## config.mk

```make
export PLATFORM = sky130hd
export DESIGN_NAME = periodic_task_table
export DESIGN_NICKNAME = d
export VERILOG_FILES = /design/src/hdl/ptt_pkg.sv /design/src/hdl/ptt_cell.sv /design/src/hdl/ptt_ctrl.sv /design/src/hdl/periodic_task_table.sv
export SDC_FILE = /design/constraint.sdc
export NUM_CORES = 2
export LEC_CHECK = 0
export ABC_AREA = 1
export BUFFER_PORTS_ARGS = -buffer_cell sky130_fd_sc_hd__buf_2
export CAP_MARGIN = 20
export CORE_UTILIZATION = 35
export CTS_CLUSTER_DIAMETER = 50
export DETAILED_ROUTE_END_ITERATION = 8
export PLACE_DENSITY = 0.61
export SLEW_MARGIN = 20
export SYNTH_ARGS = -nofsm -noshare
export SYNTH_HDL_FRONTEND = slang
export SYNTH_HIERARCHICAL = 1
export SYNTH_SLANG_ARGS = --single-unit
```

## constraint.sdc

```tcl
create_clock -name clk -period 4.9 [get_ports clk]
set_input_delay 0.98 -clock clk [delete_from_list [all_inputs] [get_ports clk]]
set_output_delay 0.98 -clock clk [all_outputs]
set_load 0.02 [all_outputs]
```

## src/hdl/ptt_pkg.sv

```systemverilog
// ----------------------------------------------------------------------------
// ptt_pkg: shared types and codes for the periodic task table
// Command and result item layouts, slot record, ring control, state codes.
// ----------------------------------------------------------------------------
package ptt_pkg;

	// command modes
	localparam logic [1:0] MODE_ADD  = 2'd0;
	localparam logic [1:0] MODE_DEL  = 2'd1;
	localparam logic [1:0] MODE_TICK = 2'd2;

	// result kinds
	localparam logic [1:0] KIND_ADD  = 2'd0;
	localparam logic [1:0] KIND_DEL  = 2'd1;
	localparam logic [1:0] KIND_DUE  = 2'd2;
	localparam logic [1:0] KIND_IDLE = 2'd3;

	// most due tasks served by one tick
	localparam logic [4:0] MAX_DUE = 5'h10;

	// reported live count saturates here
	localparam logic [4:0] LIVE_MAX = 5'd31;

	typedef struct packed {
		logic        [1:0]  mode;
		logic        [15:0] task_id;
		logic        [15:0] period;
		logic        [15:0] delay;
		logic signed [31:0] now;
	} ptt_in_t;

	typedef struct packed {
		logic        [1:0]  kind;
		logic        [15:0] task_id_res;
		logic        [3:0]  slot_index;
		logic signed [31:0] elapsed;
		logic               ok;
		logic        [4:0]  live_count;
		logic               last;
	} ptt_out_t;

	// one table slot; task id zero marks it empty
	typedef struct packed {
		logic [15:0] task_id;
		logic [15:0] period;
		logic [31:0] deadline;
	} ptt_slot_t;

	// ring control from the scan controller to the cell chain
	typedef struct packed {
		logic      shift;
		ptt_slot_t feed;
	} ptt_ring_t;

	typedef enum logic [1:0] {
		ST_IDLE,
		ST_SCAN,
		ST_FIN
	} ptt_state_t;

endpackage

```

## src/hdl/ptt_cell.sv

```systemverilog
// ----------------------------------------------------------------------------
// ptt_cell: one slot of the task ring
// Holds a slot record, loads its neighbor's record on shift, and flags
// whether it holds the id on the compare bus.
// ----------------------------------------------------------------------------
module ptt_cell (
	input  logic              clk,
	input  logic              arst_n,
	input  logic              shift,
	input  ptt_pkg::ptt_slot_t nxt,
	input  logic [15:0]       id,
	output ptt_pkg::ptt_slot_t slot,
	output logic              match
);

	ptt_pkg::ptt_slot_t slot_q;

	// load the neighbor's record while the ring rotates
	always_ff @(posedge clk or negedge arst_n) begin
		if (!arst_n) begin
			slot_q <= '0;
		end else if (shift) begin
			slot_q <= nxt;
		end
	end

	assign slot  = slot_q;
	assign match = (slot_q.task_id == id);

endmodule

```

## src/hdl/ptt_ctrl.sv

```systemverilog
// ----------------------------------------------------------------------------
// ptt_ctrl: scan controller at the head of the task ring
// Sequences one full rotation per item, edits the head slot, and
// issues result items one at a time.
// ----------------------------------------------------------------------------
module ptt_ctrl #(
	parameter int SLOTS = 16
) (
	input  logic               clk,
	input  logic               arst_n,
	input  logic               start,
	input  ptt_pkg::ptt_in_t   cmd,
	output logic               busy,
	input  ptt_pkg::ptt_slot_t head,
	input  logic [SLOTS-1:0]   match,
	output ptt_pkg::ptt_ring_t ring,
	output logic               strobe,
	output ptt_pkg::ptt_out_t  result
);

	localparam int IW = (SLOTS > 1) ? $clog2(SLOTS) : 1;
	localparam int CW = $clog2(SLOTS + 1);
	localparam int LIVE_MAX_I = 31;

	ptt_pkg::ptt_state_t state_q, state_d;
	ptt_pkg::ptt_in_t    op_q;
	ptt_pkg::ptt_out_t   res_q, pend_q, due_rec, final_rec;
	logic [IW-1:0]       idx_q, fidx_q;
	logic [CW-1:0]       cnt_q;
	logic [4:0]          n_q;
	logic [4:0]          live;
	logic [31:0]         last_tick_q;
	logic                any_q, skip_q, done_q, pend_v_q, strobe_q;
	logic                accept, add_hit, del_hit, due_hit;

	// saturate the live count for reporting
	assign live = (32'(cnt_q) > 32'(LIVE_MAX_I)) ? ptt_pkg::LIVE_MAX : 5'(cnt_q);

	assign accept = start && (state_q == ptt_pkg::ST_IDLE) &&
		(cmd.mode == ptt_pkg::MODE_ADD || cmd.mode == ptt_pkg::MODE_DEL ||
		 cmd.mode == ptt_pkg::MODE_TICK);

	// decide what happens to the slot at the head of the ring
	always_comb begin
		add_hit = (state_q == ptt_pkg::ST_SCAN) && (op_q.mode == ptt_pkg::MODE_ADD) &&
			(op_q.task_id != 16'd0) && !done_q &&
			(any_q ? (head.task_id == op_q.task_id) : (head.task_id == 16'd0));
		del_hit = (state_q == ptt_pkg::ST_SCAN) && (op_q.mode == ptt_pkg::MODE_DEL) &&
			(op_q.task_id != 16'd0) && !done_q && (head.task_id == op_q.task_id);
		due_hit = (state_q == ptt_pkg::ST_SCAN) && (op_q.mode == ptt_pkg::MODE_TICK) &&
			!skip_q && (head.task_id != 16'd0) && (n_q < ptt_pkg::MAX_DUE) &&
			($signed(head.deadline) <= op_q.now);

		ring.shift = (state_q == ptt_pkg::ST_SCAN);
		ring.feed  = head;
		if (add_hit) begin
			ring.feed.task_id  = op_q.task_id;
			ring.feed.period   = op_q.period;
			ring.feed.deadline = 32'(op_q.now) + 32'(op_q.delay);
		end else if (del_hit) begin
			ring.feed.task_id = 16'd0;
		end else if (due_hit) begin
			ring.feed.deadline = 32'(op_q.now) + 32'(head.period);
		end
	end

	// build the due record and the closing record
	always_comb begin
		due_rec             = '0;
		due_rec.kind        = ptt_pkg::KIND_DUE;
		due_rec.task_id_res = head.task_id;
		due_rec.slot_index  = 4'(idx_q);
		due_rec.elapsed     = $signed(32'(op_q.now) - head.deadline);
		due_rec.live_count  = live;

		final_rec            = '0;
		final_rec.live_count = live;
		final_rec.last       = 1'b1;
		case (op_q.mode)
			ptt_pkg::MODE_ADD, ptt_pkg::MODE_DEL: begin
				final_rec.kind        = (op_q.mode == ptt_pkg::MODE_ADD) ?
					ptt_pkg::KIND_ADD : ptt_pkg::KIND_DEL;
				final_rec.task_id_res = op_q.task_id;
				final_rec.slot_index  = done_q ? 4'(fidx_q) : 4'd0;
				final_rec.ok          = done_q;
			end
			default: begin
				if (pend_v_q) begin
					final_rec            = pend_q;
					final_rec.live_count = live;
					final_rec.last       = 1'b1;
				end else begin
					final_rec.kind = ptt_pkg::KIND_IDLE;
				end
			end
		endcase
	end

	// advance the scan sequence
	always_comb begin
		state_d = state_q;
		case (state_q)
			ptt_pkg::ST_IDLE: if (accept) state_d = ptt_pkg::ST_SCAN;
			ptt_pkg::ST_SCAN: if (idx_q == IW'(SLOTS - 1)) state_d = ptt_pkg::ST_FIN;
			ptt_pkg::ST_FIN:  state_d = ptt_pkg::ST_IDLE;
			default:          state_d = ptt_pkg::ST_IDLE;
		endcase
	end

	always_ff @(posedge clk or negedge arst_n) begin
		if (!arst_n) begin
			state_q <= ptt_pkg::ST_IDLE;
		end else begin
			state_q <= state_d;
		end
	end

	// hold the item and track the scan
	always_ff @(posedge clk or negedge arst_n) begin
		if (!arst_n) begin
			idx_q       <= '0;
			fidx_q      <= '0;
			cnt_q       <= '0;
			n_q         <= '0;
			last_tick_q <= '0;
			any_q       <= 1'b0;
			skip_q      <= 1'b0;
			done_q      <= 1'b0;
			pend_v_q    <= 1'b0;
			strobe_q    <= 1'b0;
			op_q        <= '0;
		end else begin
			// pulse for a released due item or the closing item
			strobe_q <= (due_hit && pend_v_q) || (state_q == ptt_pkg::ST_FIN);
			if (accept) begin
				op_q     <= cmd;
				any_q    <= |match;
				skip_q   <= (32'(cmd.now) == last_tick_q);
				done_q   <= 1'b0;
				pend_v_q <= 1'b0;
				n_q      <= '0;
				idx_q    <= '0;
				if (cmd.mode == ptt_pkg::MODE_TICK) begin
					last_tick_q <= 32'(cmd.now);
				end
			end
			if (state_q == ptt_pkg::ST_SCAN) begin
				idx_q <= idx_q + IW'(1);
			end
			if (add_hit || del_hit) begin
				done_q <= 1'b1;
				fidx_q <= idx_q;
			end
			if (add_hit && !any_q) begin
				cnt_q <= cnt_q + CW'(1);
			end
			if (del_hit) begin
				cnt_q <= cnt_q - CW'(1);
			end
			// release the previous due item once another is found
			if (due_hit) begin
				pend_v_q <= 1'b1;
				n_q      <= n_q + 5'd1;
			end
		end
	end

	// result and pending payload
	always_ff @(posedge clk) begin
		if (due_hit) begin
			pend_q <= due_rec;
			if (pend_v_q) begin
				res_q <= pend_q;
			end
		end
		if (state_q == ptt_pkg::ST_FIN) begin
			res_q <= final_rec;
		end
	end

	assign busy   = (state_q != ptt_pkg::ST_IDLE);
	assign strobe = strobe_q;
	assign result = res_q;

	// closing item leaves the block idle
	a_last_idle: assert property (@(posedge clk) disable iff (!arst_n)
		strobe_q && res_q.last |-> state_q == ptt_pkg::ST_IDLE)
		else $error("closing item issued while scan still running");

	// only due items come out ahead of the closing one
	a_mid_due: assert property (@(posedge clk) disable iff (!arst_n)
		strobe_q && !res_q.last |-> res_q.kind == ptt_pkg::KIND_DUE)
		else $error("non-due item issued before the closing item");

	// occupancy never exceeds the table
	a_cnt_range: assert property (@(posedge clk) disable iff (!arst_n)
		32'(cnt_q) <= SLOTS)
		else $error("live count above slot count");

	// a tick never claims a slot
	a_tick_nodone: assert property (@(posedge clk) disable iff (!arst_n)
		done_q |-> op_q.mode != ptt_pkg::MODE_TICK)
		else $error("slot claimed during a tick");

	// scan finishes one full rotation before closing
	a_fin_wrap: assert property (@(posedge clk) disable iff (!arst_n)
		state_q == ptt_pkg::ST_FIN |-> idx_q == IW'(SLOTS))
		else $error("ring not back in slot order at scan end");

endmodule

```

## src/hdl/periodic_task_table.sv

```systemverilog
// ----------------------------------------------------------------------------
// periodic_task_table: periodic task slot table with due scan
// Ring of slot cells rotated past one scan controller per item.
// ----------------------------------------------------------------------------
// Usage:
//   Drive cmd and raise start while busy is low; the item is taken at that
//   edge. Mode add or update writes a slot, delete clears one, tick reports
//   and re-arms each due slot, at most MAX_DUE per tick, none if now equals
//   the last tick time. Mode three is ignored and gives no result. Results
//   appear on result for one cycle each, marked by strobe; the receiver must
//   take them as they come, it cannot stall the block. An item keeps busy
//   high for one full rotation of the cell ring past the head logic, plus a
//   closing state; a new item is taken only while busy is low. Due items of
//   a tick come out during the rotation, each one once the next due slot has
//   passed the head; the last due one is held for the item marked last, which
//   comes out when busy drops. Reset empties every slot, zeroes the live
//   count and the last tick time; the table is usable once reset is released.
// ----------------------------------------------------------------------------
module periodic_task_table #(
	parameter int SLOTS = 16
) (
	input  logic              clk,
	input  logic              arst_n,
	input  logic              start,
	input  ptt_pkg::ptt_in_t  cmd,
	output logic              busy,
	output logic              strobe,
	output ptt_pkg::ptt_out_t result
);

	ptt_pkg::ptt_slot_t slots [SLOTS];
	logic [SLOTS-1:0]   match;
	ptt_pkg::ptt_ring_t ring;

	// chain of slot cells; the tail takes the edited head record
	for (genvar i = 0; i < SLOTS; i++) begin : g_cell
		ptt_cell u_cell (
			.clk    (clk),
			.arst_n (arst_n),
			.shift  (ring.shift),
			.nxt    ((i == SLOTS - 1) ? ring.feed : slots[(i + 1) % SLOTS]),
			.id     (cmd.task_id),
			.slot   (slots[i]),
			.match  (match[i])
		);
	end

	// scan controller at the head of the ring
	ptt_ctrl #(
		.SLOTS (SLOTS)
	) u_ctrl (
		.clk    (clk),
		.arst_n (arst_n),
		.start  (start),
		.cmd    (cmd),
		.busy   (busy),
		.head   (slots[0]),
		.match  (match),
		.ring   (ring),
		.strobe (strobe),
		.result (result)
	);

endmodule
```

==> results.py <==
metrics = {
    "timing": {
        "final_max_slew_viol_count": 0,
        "worst_pin_slew_ns": 1.16,
        "timing.setup.tns_ns": 0,
        "finalSetupViolCount": 0,
        "hold_viol": 0,
        "max_freq_mhz": 284,
        "period_needed_ns": 3.52,
        "relSlewSlack": 0.226,
        "fin_crit_sh": 0.717,
        "skew_ns": 0.0357,
        "rsz0062_at_grt": "no",
    },
    "global_routing": {
        "grt_pass1_vias": 38288,
        "grt_util_all_layers": 0.159,
        "antenna_found_initial": 10,
        "grt.overflow.total": 0,
        "grt_max_degree": 184,
        "grt_pass1_wl_um": 229000,
    },
    "final_layout": {
        "nets": 5594,
        "utilization": 0.390,
        "syn_to_final_growth_pct": 10.8,
        "fillCellCount": 17004,
        "drive_above_1_share": 0.265,
    },
    "drt": {
        "drc_errors": 0,
        "wire_per_inst_um": 18.4,
        "drt-total-wl_um": 145000,
        "routed_via_density": 4.70,
        "final_antenna_net_count": 0,
        "num_vias": 37123,
        "drtIter0Drc": 2542,
        "first_pass_iters": 8,
    },
    "die": {
        "core_area_sq_um": 181000,
        "dieWidth_um": 428,
        "die_h_um": 428,
        "rows": 156,
        "io_pins": 148,
        "dieArea_sq_um": 183000,
        "initial_core_util": 0.352,
    },
    "cts": {
        "clkTransAtPathRegs_ns": 0.06,
        "clock-sinks": 1281,
        "cts_buffer_depth": 3,
        "post_cts_buffers": 0,
        "root_buffer": "clkbuf_16",
        "clock_latency_ns": 0.80,
        "htreeDepth": 4,
        "cts_tree": "done",
        "cts_buffers": 148,
        "cts_resized": 0,
        "cts_hold_buf": 0,
    },
    "worst_setup_path": {
        "critPathRequiredTime_ns": 5.58,
        "startpoint_type": "flip-flop",
        "crit_type": "flip-flop to flip-flop",
        "worstSetupEndpointType": "flip-flop",
        "critical_path_arrival_ns": 4.19,
        "cp_max_fo": 117,
    },
    "logic_synthesis": {
        "avgSynthCellArea_sq_um": 12.1,
        "synth_compound_area_frac": 0.0298,
        "synthAdderAreaFrac": 0.0210,
        "syn-num-nets": 5430,
        "synth_simple_gate_area_share": 0.105,
        "syn-instance-count": 5241,
        "netlist-cell-type-count": 52,
        "synth_xor_area_frac": 0.0396,
        "synth_warnings": 6,
        "async_flop_share": 0.908,
        "synthTopCellsByArea": "dfrtp_1 (46%), mux2_4 (22%), nand2_1 (6.8%)",
        "ys_seq_area_frac": 0.514,
        "synth_top_area_share": 0.458,
        "synth-seq-cells": 1281,
        "synthFlopType": "dfrtp_1",
        "synth_edf_count": 118,
        "syn_area_sq_um": 63500,
        "synth.area.mux_share": 0.223,
        "yosysTopAreaCell": "dfrtp_1",
        "synth_top_family_by_area": "multiplexers",
    },
    "power": {
        "ir_drop_mv": 0.489,
        "leakagePower_nw": 35.8,
        "power.density_nw_per_um2": 686,
    },
    "placement": {
        "gp_congestion": 0.941,
        "port_buffers": 147,
        "hpwl_um": 97800,
    },
    "min_path": {
        "hold_path.class": "input port to asynchronous set/reset pin",
    },
    "status": {
        "outcome": "finished clean",
    },
    "job": {
        "maxCapViolCount": 0,
    },
}
## synthesized netlist by cell type, types with 3 or more instances
cell,count
dfrtp_1,1163
nand2_1,1154
mux2_4,944
inv_1,447
xnor2_1,230
nor2_1,202
nand3_1,146
o21ai_0,138
edfxtp_1,118
ha_1,100
buf_12,96
o21ai_1,90
a21oi_1,74
xor2_1,57
nand2_2,39
clkbuf_1,34
nand4_1,22
nor3_1,21
buf_6,20
nor4_1,17
buf_2,16
buf_8,16
inv_2,11
a21o_1,8
o21bai_1,8
or2_2,8
a22o_1,7
a31oi_1,5
o22ai_1,5
fa_1,4
nor2_4,4
o21a_1,4
nand3_2,3
nor2_2,3
## area by class of cell
cell class	instances	area, sq um	share of cell area
Antenna cell	2	5.00	0.0000711
Clock buffer	199	4170	0.0593
Clock inverter	68	943	0.0134
Inverter	458	1720	0.0244
Multi-Input combinational cell	3316	26600	0.378
Sequential cell	1281	32600	0.464
Tap cell	2370	2970	0.0421
Timing Repair Buffer	200	1330	0.0189
## power breakdown
| group | total, mW | internal (mW) | switching (mW) |
|---|---|---|---|
| sequential | 17.7 | 14.8 | 2.95 |
| combinational | 19.1 | 9.19 | 9.93 |
| clock | 11.4 | 6.77 | 4.66 |
| total | 48.3 | 30.7 | 17.5 |
## metal layers
metal  vias up  wire, um  GRT usage
li1      17484         -          -
met1     18693     68500      0.221
met2       684     66700      0.251
met5         -        27          0
met3       258      5190     0.0222
met4         4      5030     0.0601
## through the flow
| step | total power, mW | worst slack, ns | area (sq um) | hold WS, ns | cells |
|---|---|---|---|---|---|
| global route | 51.1 | 1.24 | 70400 | 0.261 | 7894 |
| CTS | 48.7 | 1.42 | 70400 | 0.217 | 7892 |
| finish | 48.3 | 1.38 | 70400 | 0.235 | 7894 |
| global placement | 36.6 | 1.49 | 65200 | 0.457 | 7624 |
| floorplan | 33.4 | 1.08 | 63500 | 0.447 | 5241 |
| detailed placement | 36.9 | 1.42 | 65300 | 0.456 | 7625 |
## sequential cells by signal, summed over array words and instances (netlist names)
register / flops
u_ctrl/pend_v_q: 1
u_ctrl/idx_q: 4
u_ctrl/pend_q: 57
u_ctrl/fidx_q: 4
u_ctrl/cnt_q: 5
u_ctrl/done_q: 1
u_ctrl/result: 61
u_ctrl/n_q: 5
u_ctrl/last_tick_q: 32
g_cell.u_cell/slot: 1024
u_ctrl/state_q: 2
u_ctrl/any_q: 1
u_ctrl/skip_q: 1
u_ctrl/strobe: 1
u_ctrl/op_q: 82
## cells in the final DEF, fill, tap and decap left out, types with 57 or more instances in the layout
master     instances
o21ai_1           89
dfrtp_1         1163
xor2_1            57
nand3_1          144
nor2_1           202
clkbuf_16        153
o21ai_0          137
buf_2            146
inv_1            445
mux2_4           944
xnor2_1          230
a21oi_1           74
ha_1             100
edfxtp_1         118
nand2_1         1153
## path summary, 6_finish.rpt
kind	start	end	slack (ns)	depth (start not counted)
min reg2reg	u_ctrl/cnt_q[4]	u_ctrl/pend_q[5]	0.47	0
max in group asynchronous	arst_n	g_cell[0].u_cell/slot[60]	3.50	2
min in group clk	cmd[57]	u_ctrl/op_q[57]	0.38	3
max reg2reg	u_ctrl/state_q[1]	g_cell[12].u_cell/slot[10]	1.38	5
min	arst_n	g_cell[5].u_cell/slot[13]	0.23	1
max	u_ctrl/state_q[1]	g_cell[12].u_cell/slot[10]	1.38	5
## critical path: stages, from the launching register on
cell and delay (ns):
dfrtp_1 0.42, nor2_4 0.26, buf_12 0.59, buf_12 0.59, buf_4 0.81, mux2_4 0.35
## logic make-up (layout without fill, tap and decap cells)
group	count (synthesis)	in the layout
and+or+nand+nor	1629	1629
DFF	1281	1281
muxes	944	944
buffers and inverters	644	925
AOI/OAI and AO/OA	352	352
xor gates and xnor gates	287	287
adders and majority gates	104	104
other	0	2
Power figures use the tool's default switching activity.
